===== config.mk =====
export PLATFORM = sky130hd
export DESIGN_NAME = cme_alu
export DESIGN_NICKNAME = d
export VERILOG_FILES = /design/src/design/cme_pkg.sv /design/src/design/cme_alu.sv
export SDC_FILE = /design/constraint.sdc
export NUM_CORES = 1
export LEC_CHECK = 0
export BUFFER_PORTS_ARGS = -buffer_cell sky130_fd_sc_hd__buf_2
export CORE_AREA = 2 2 71 73
export DETAILED_ROUTE_END_ITERATION = 10
export DIE_AREA = 0 0 73 75
export PLACE_DENSITY = 0.89
export SYNTH_ARGS = -nofsm -noshare
export SYNTH_HDL_FRONTEND = slang
export SYNTH_SLANG_ARGS = --single-unit

===== constraint.sdc =====
create_clock -name vclk -period 4.7
set_input_delay 0.94 -clock vclk [all_inputs]
set_output_delay 0.94 -clock vclk [all_outputs]
set_load 0.02 [all_outputs]

===== src/design/cme_pkg.sv =====
`timescale 1ns / 1ps
// Shared types, codes and constants for the counter machine executor.
// No dependencies; every other design file refers to it by scoped names.
package cme_pkg;

   // Default sizes for the top-level parameters
   localparam int unsigned PROG_DEPTH_DEF = 1024;
   localparam int unsigned REG_COUNT_DEF  = 1024;
   localparam int unsigned REG_WIDTH_DEF  = 32;

   // Fixed field widths
   localparam int unsigned CMD_W      = 2;
   localparam int unsigned IDX_W      = 10;
   localparam int unsigned PC_W       = 11;
   localparam int unsigned STEP_W     = 32;
   localparam int unsigned STATUS_W   = 2;
   localparam int unsigned VALUE_W    = 32;
   localparam int unsigned CSR_IDX_W  = 1;
   localparam int unsigned CSR_DATA_W = 32;

   localparam logic [STEP_W-1:0] DEFAULT_STEP_LIMIT = 32'd20000000;

   // Command codes
   localparam logic [CMD_W-1:0] CMD_LOAD = 2'd0;
   localparam logic [CMD_W-1:0] CMD_RUN  = 2'd1;
   localparam logic [CMD_W-1:0] CMD_READ = 2'd2;

   // Configuration register indexes
   localparam logic [CSR_IDX_W-1:0] CSR_PROGRAM_LENGTH = 1'd0;
   localparam logic [CSR_IDX_W-1:0] CSR_STEP_LIMIT     = 1'd1;

   typedef enum logic [1:0] {
      OP_INC  = 2'd0,
      OP_DEC  = 2'd1,
      OP_GOTO = 2'd2,
      OP_STOP = 2'd3
   } op_type;

   typedef enum logic [STATUS_W-1:0] {
      RS_STOP     = 2'd0,
      RS_PAST_END = 2'd1,
      RS_LIMIT    = 2'd2
   } status_type;

   typedef enum logic [2:0] {
      ST_CLEAR,
      ST_IDLE,
      ST_FETCH,
      ST_DECODE,
      ST_EXEC,
      ST_RUN_DONE,
      ST_READ_DATA
   } state_type;

   // One program word, laid out as op / n / k from high to low
   typedef struct packed {
      op_type           op;
      logic [IDX_W-1:0] n;
      logic [IDX_W-1:0] k;
   } instr_type;

   typedef struct packed {
      logic wr_en;
      logic halt;
   } alu_flags_type;

endpackage


===== src/design/cme_alu.sv =====
`timescale 1ns / 1ps
// Shared execute unit: one saturating increment/decrement adder plus pc update.
// Depends on cme_pkg for the instruction and flag types.
module cme_alu #(
   parameter int unsigned REG_WIDTH = cme_pkg::REG_WIDTH_DEF
) (
   input  cme_pkg::instr_type         instr,
   input  logic [REG_WIDTH-1:0]       reg_value,
   input  logic [cme_pkg::PC_W-1:0]   pc,
   output logic [REG_WIDTH-1:0]       reg_next,
   output logic [cme_pkg::PC_W-1:0]   pc_next,
   output cme_pkg::alu_flags_type     flags
);

   logic                 is_zero;
   logic                 is_max;
   logic [REG_WIDTH-1:0] addend;

   assign is_zero = (reg_value == '0);
   assign is_max  = (reg_value == '1);
   // add one for inc, add all ones (minus one) for dec
   assign addend   = (instr.op == cme_pkg::OP_INC) ? REG_WIDTH'(1) : '1;
   assign reg_next = reg_value + addend;

   always_comb begin
      flags.wr_en = 1'b0;
      flags.halt  = 1'b0;
      pc_next     = pc;
      unique case (instr.op)
         cme_pkg::OP_INC: begin
            flags.wr_en = !is_max;
            pc_next     = pc + cme_pkg::PC_W'(1);
         end
         cme_pkg::OP_DEC: begin
            flags.wr_en = !is_zero;
            pc_next     = is_zero ? cme_pkg::PC_W'(instr.k) : pc + cme_pkg::PC_W'(1);
         end
         cme_pkg::OP_GOTO: begin
            pc_next = cme_pkg::PC_W'(instr.n);
         end
         cme_pkg::OP_STOP: begin
            flags.halt = 1'b1;
         end
      endcase
   end

endmodule


# Word-level counts from Yosys, hierarchy flattened
# Cells that the tools add are included.
# classes
n_addsub	2
eq_ne	4
muxes	5
reduce_logical	4
# op_table
op	count
11-bit case mux with 3 select lines	1
32-bit adder	1
32-bit == test (second input constant)	1
32-bit logical NOT	1
32-bit 2-to-1 mux	1
11-bit by 1-bit adder with 11-bit output (second input constant)	1
11-bit 2-to-1 mux	1
2-bit == test (second input constant)	2
2-bit by 1-bit == test with 1-bit output (second input constant)	1
1-bit logical NOT	2
2-bit logical NOT	1
1-bit case mux with 2 select lines	1
1-bit 2-to-1 mux	1
# word_totals
register_bits	0
input_bits	65
out_inout_bits	45
elab_cells	15

# Depth between registers and ports, before layout
# depth
ltp_word	3
depth_mapped	11
ltp_nobuf	10

# Worst setup path before layout
# Ideal clock, no wire load.
# synth_path
path_kind	input-to-output
start	input instr[21] (netlist name)
end	output reg_next[25]
arrival_ns	3.720
t_required_ns	3.760
slack_ns	0.040
stages	10
path_buffers	0
cell_sequence	nor2_1 > inv_1 > ha_1 > and3_1 > nand3_1 > or4b_1 > o211a_2 > a21oi_2 > a31oi_1 > xnor2_1
# synth_between
elab_chain_cells	3
# synth_lines
element	line	source
start, declared	cme_alu.sv:7	input cme_pkg::instr_type instr,
2-bit logical NOT	cme_alu.sv:22	assign addend = (instr.op == cme_pkg::OP_INC) ? REG_WIDTH'(1) : '1;
32-bit 2-to-1 mux	cme_alu.sv:22	
32-bit adder	cme_alu.sv:23	assign reg_next = reg_value + addend;
end, declared	cme_alu.sv:10	output logic [REG_WIDTH-1:0] reg_next,
# No other way between the ends.

# Worst setup path in the final report
# layout_path
start	input instr[21] (netlist name)
end	output reg_next[31]
# The elaborated chain is that of the path after synthesis.

==> results by group <==
Outcome
  • Outcome: finished, final reports clean

Detailed routing
  • # DRC: 0
  • Initial detailed-routing violation count: between 150 and 200
  • Vias per Instance: about 6.1
  • Number of search-and-repair iterations in the first detailed-routing pass: 5
  • Vias after detailed routing: ~3k
  • DR WL/cell: ~15 um
  • Final Routed Wirelength: 7500 um
  • Number of nets with antenna violations after detailed routing: 0

Cells and area
  • Antenna diode count: 0
  • Utilization of the core after routing: ~63%
  • Number of non-filler instances in the completed layout: a little under 500
  • Seq_cells: 0
  • Final #Nets: 543
  • Area occupied by registers: 0 um^2
  • Filler cell count in the final layout: 423
  • Area Growth Syn to Fin: 30.2%
  • Clock buf count: 0
  • Share of layout cells above drive strength 1: between 30% and 40%

Synthesis
  • Post-synthesis cell count: ~330
  • Share of Yosys cell area claimed by the top area cell type: between 10% and 20%
  • Synthesis Warnings: 0
  • Synth Area in Compound Gates: 31.1%
  • Syn Area/Cell: 6.74 um^2
  • Netlist Area Pre-Place: around 2200 um^2
  • Fraction of synthesized cell area in xor and xnor cells: between 10% and 20%
  • Net count after synthesis: ~430
  • Simple-Gate Fraction of Synth Area: 26.2%
  • Largest area contributor in the synthesized netlist: sky130_fd_sc_hd__ha_1
  • Post-synthesis mux area share: 4.84%
  • Largest family of logic cells by synthesized area: compound AO/OA/AOI/OAI gates
  • Count of distinct cell types in the synthesized netlist: 52
  • Largest cells by area after synthesis: sky130_fd_sc_hd__ha_1 (19%), sky130_fd_sc_hd__xnor2_1 (8.6%), sky130_fd_sc_hd__a21oi_1 (7.8%)
  • Share of the yosys chip area belonging to registers: 0%
  • Commonest cells in the synthesized netlist: sky130_fd_sc_hd__nand2_1 (39), sky130_fd_sc_hd__a21oi_1 (35), sky130_fd_sc_hd__ha_1 (34)
  • Dominant cell by count in the synthesized netlist: sky130_fd_sc_hd__nand2_1
  • Post-Synth Adder-Cell Area: between 10% and 20%

STA
  • Setup TNS: 0 ns
  • Slew of the pin with the lowest slew margin: roughly 0.55 ns
  • Fmax: around 0.22 GHz
  • Headroom to the max-slew limit: between 60% and 70%
  • Final WS setup: around 0.12 ns
  • Pins over their slew limit: 0
  • Unrepaired setup endpoints after global routing: no
  • Count of final hold-check violations: 0
  • Final setup violation count: 0
  • Ratio of final minimum period to clock period: 97.4%
  • Minimum period implied by the final worst setup slack: 4.58 ns

Clocking
  • Total of hold buffers inserted after clock tree synthesis: 0
  • Buffers inserted by post-CTS timing repair: 0
  • Post-CTS Resized: 0

Setup path
  • Data required time at the worst endpoint: 3.76 ns
  • Critical path start-end classification: input port to output pin
  • Startpoint type of the worst setup path: input port
  • Worst endpoint data arrival time: 3.64 ns
  • Maximum fanout along the worst path: 16
  • Crit path capture type: output pin

Power
  • Total leakage power: around 0.0013 uW
  • Maximum ir drop on the vdd rail: approximately 0.1 mV
  • Pwr dens: between 150 and 200 nW/um^2
  • Total power consumption of the routed design: roughly 500 uW

GRT
  • Maximum number of pins on one net before global-route repair: 24
  • Via count of the first global-routing pass: ~2.7k
  • GRT overflow: 0
  • Overall fraction of global-route tracks in use: roughly 26%
  • Antenna violations before repair: 0
  • First-pass GRT wire length: around 12000 um

Die
  • Floorplan die height: ~75 um
  • Number of rows created at floorplan: 25
  • Die Footprint: 5480 um^2
  • Die X-Extent: 73 um
  • Effective utilization at floorplan: approximately 48%
  • I/O pin cnt: 110
  • Core area: ~4700 um^2

Placement
  • Quantity of I/O buffers inserted on ports: 110
  • GPL Wtd Cong: 0.990
  • Placed cells: 495
  • HPWL after detailed placement: between 6000 and 7000 um
  • Pre-CTS setup slack: just over 0.06 ns

Worst hold path
  • Worst min-delay path category: input port to output pin

Run
  • Reported max-cap violation count: 0
[cells in the final DEF (no fill, tap or decap), types with 5 or more instances in the layout]
master	Yosys	routed
sky130_fd_sc_hd__ha_1	34	26
sky130_fd_sc_hd__a21o_1	6	6
sky130_fd_sc_hd__o211ai_1	5	5
sky130_fd_sc_hd__xnor2_1	22	22
sky130_fd_sc_hd__o21a_1	8	8
sky130_fd_sc_hd__buf_4	0	6
sky130_fd_sc_hd__a31oi_1	7	7
sky130_fd_sc_hd__xor2_1	15	15
sky130_fd_sc_hd__nand3_1	11	11
sky130_fd_sc_hd__mux2_2	7	7
sky130_fd_sc_hd__o21ai_0	29	28
sky130_fd_sc_hd__nand2_1	39	39
sky130_fd_sc_hd__nor4_1	8	8
sky130_fd_sc_hd__nor2_1	23	23
sky130_fd_sc_hd__nand4_1	11	11
sky130_fd_sc_hd__a21oi_1	35	34
sky130_fd_sc_hd__buf_2	1	110
sky130_fd_sc_hd__ha_2	0	7
sky130_fd_sc_hd__inv_1	10	9
[worst paths after layout]
kind,startpoint,slack (ns),cells past startpoint,endpoint
setup / recovery,instr[21],0.12,13,reg_next[31]
hold / removal,reg_value[0],2.24,3,reg_next[0]
[worst max-delay path, stage by stage]
cell                      delay [ns]
sky130_fd_sc_hd__buf_2          0.12
sky130_fd_sc_hd__nor2_1         0.16
sky130_fd_sc_hd__inv_2          0.09
sky130_fd_sc_hd__buf_6          0.18
sky130_fd_sc_hd__ha_2           0.39
sky130_fd_sc_hd__and3_1         0.22
sky130_fd_sc_hd__nand3_1        0.11
sky130_fd_sc_hd__or4b_1         0.54
sky130_fd_sc_hd__o211a_2        0.20
sky130_fd_sc_hd__a21oi_4        0.20
sky130_fd_sc_hd__a21oi_1        0.11
sky130_fd_sc_hd__xnor2_1        0.17
sky130_fd_sc_hd__buf_2          0.19
[kinds of logic after synthesis]
family	count (synthesis)
and+or+nand+nor	119
AOI/OAI and AO/OA	112
xor gates and xnor gates	37
adders and majority gates	35
buffers and inverters	21
muxes	10
[metal layers]
| metal | global-route usage [%] | vias to the layer above | share of wire [%] |
|---|---|---|---|
| met5 | 0 | - | 0 |
| met4 | 3.91 | 0 | 1.1 |
| met3 | 1.47 | 10 | 7.8 |
| met2 | 46.5 | 163 | 48 |
| met1 | 34.1 | 1372 | 43 |
| li1 | - | 1475 | - |
[area by class of cell]
class,instances,area [um^2],share of cell area [%]
inverters,11,41.3,1.41
multi-input cells,313,2210,75.6
repair buffers,117,607,20.7
well taps,54,67.6,2.31
[report_power, final]
part	total, uW	switching [uW]	leakage (uW)	internal [uW]
Sequential	0	0	0	0
Clock	0	0	0	0
Combinational	504	307	0.00135	197
[metrics by stage]
stage          hold WS [ns]  instance area (um^2)
6_report               2.24                  2930
5_1_grt                2.26                  2930
4_1_cts                2.24                  2880
3_5_place_dp           2.24                  2880
3_3_place_gp           2.23                  2880
2_1_floorplan          1.98                  2250
No activity file was read; power rests on OpenSTA's default activity.
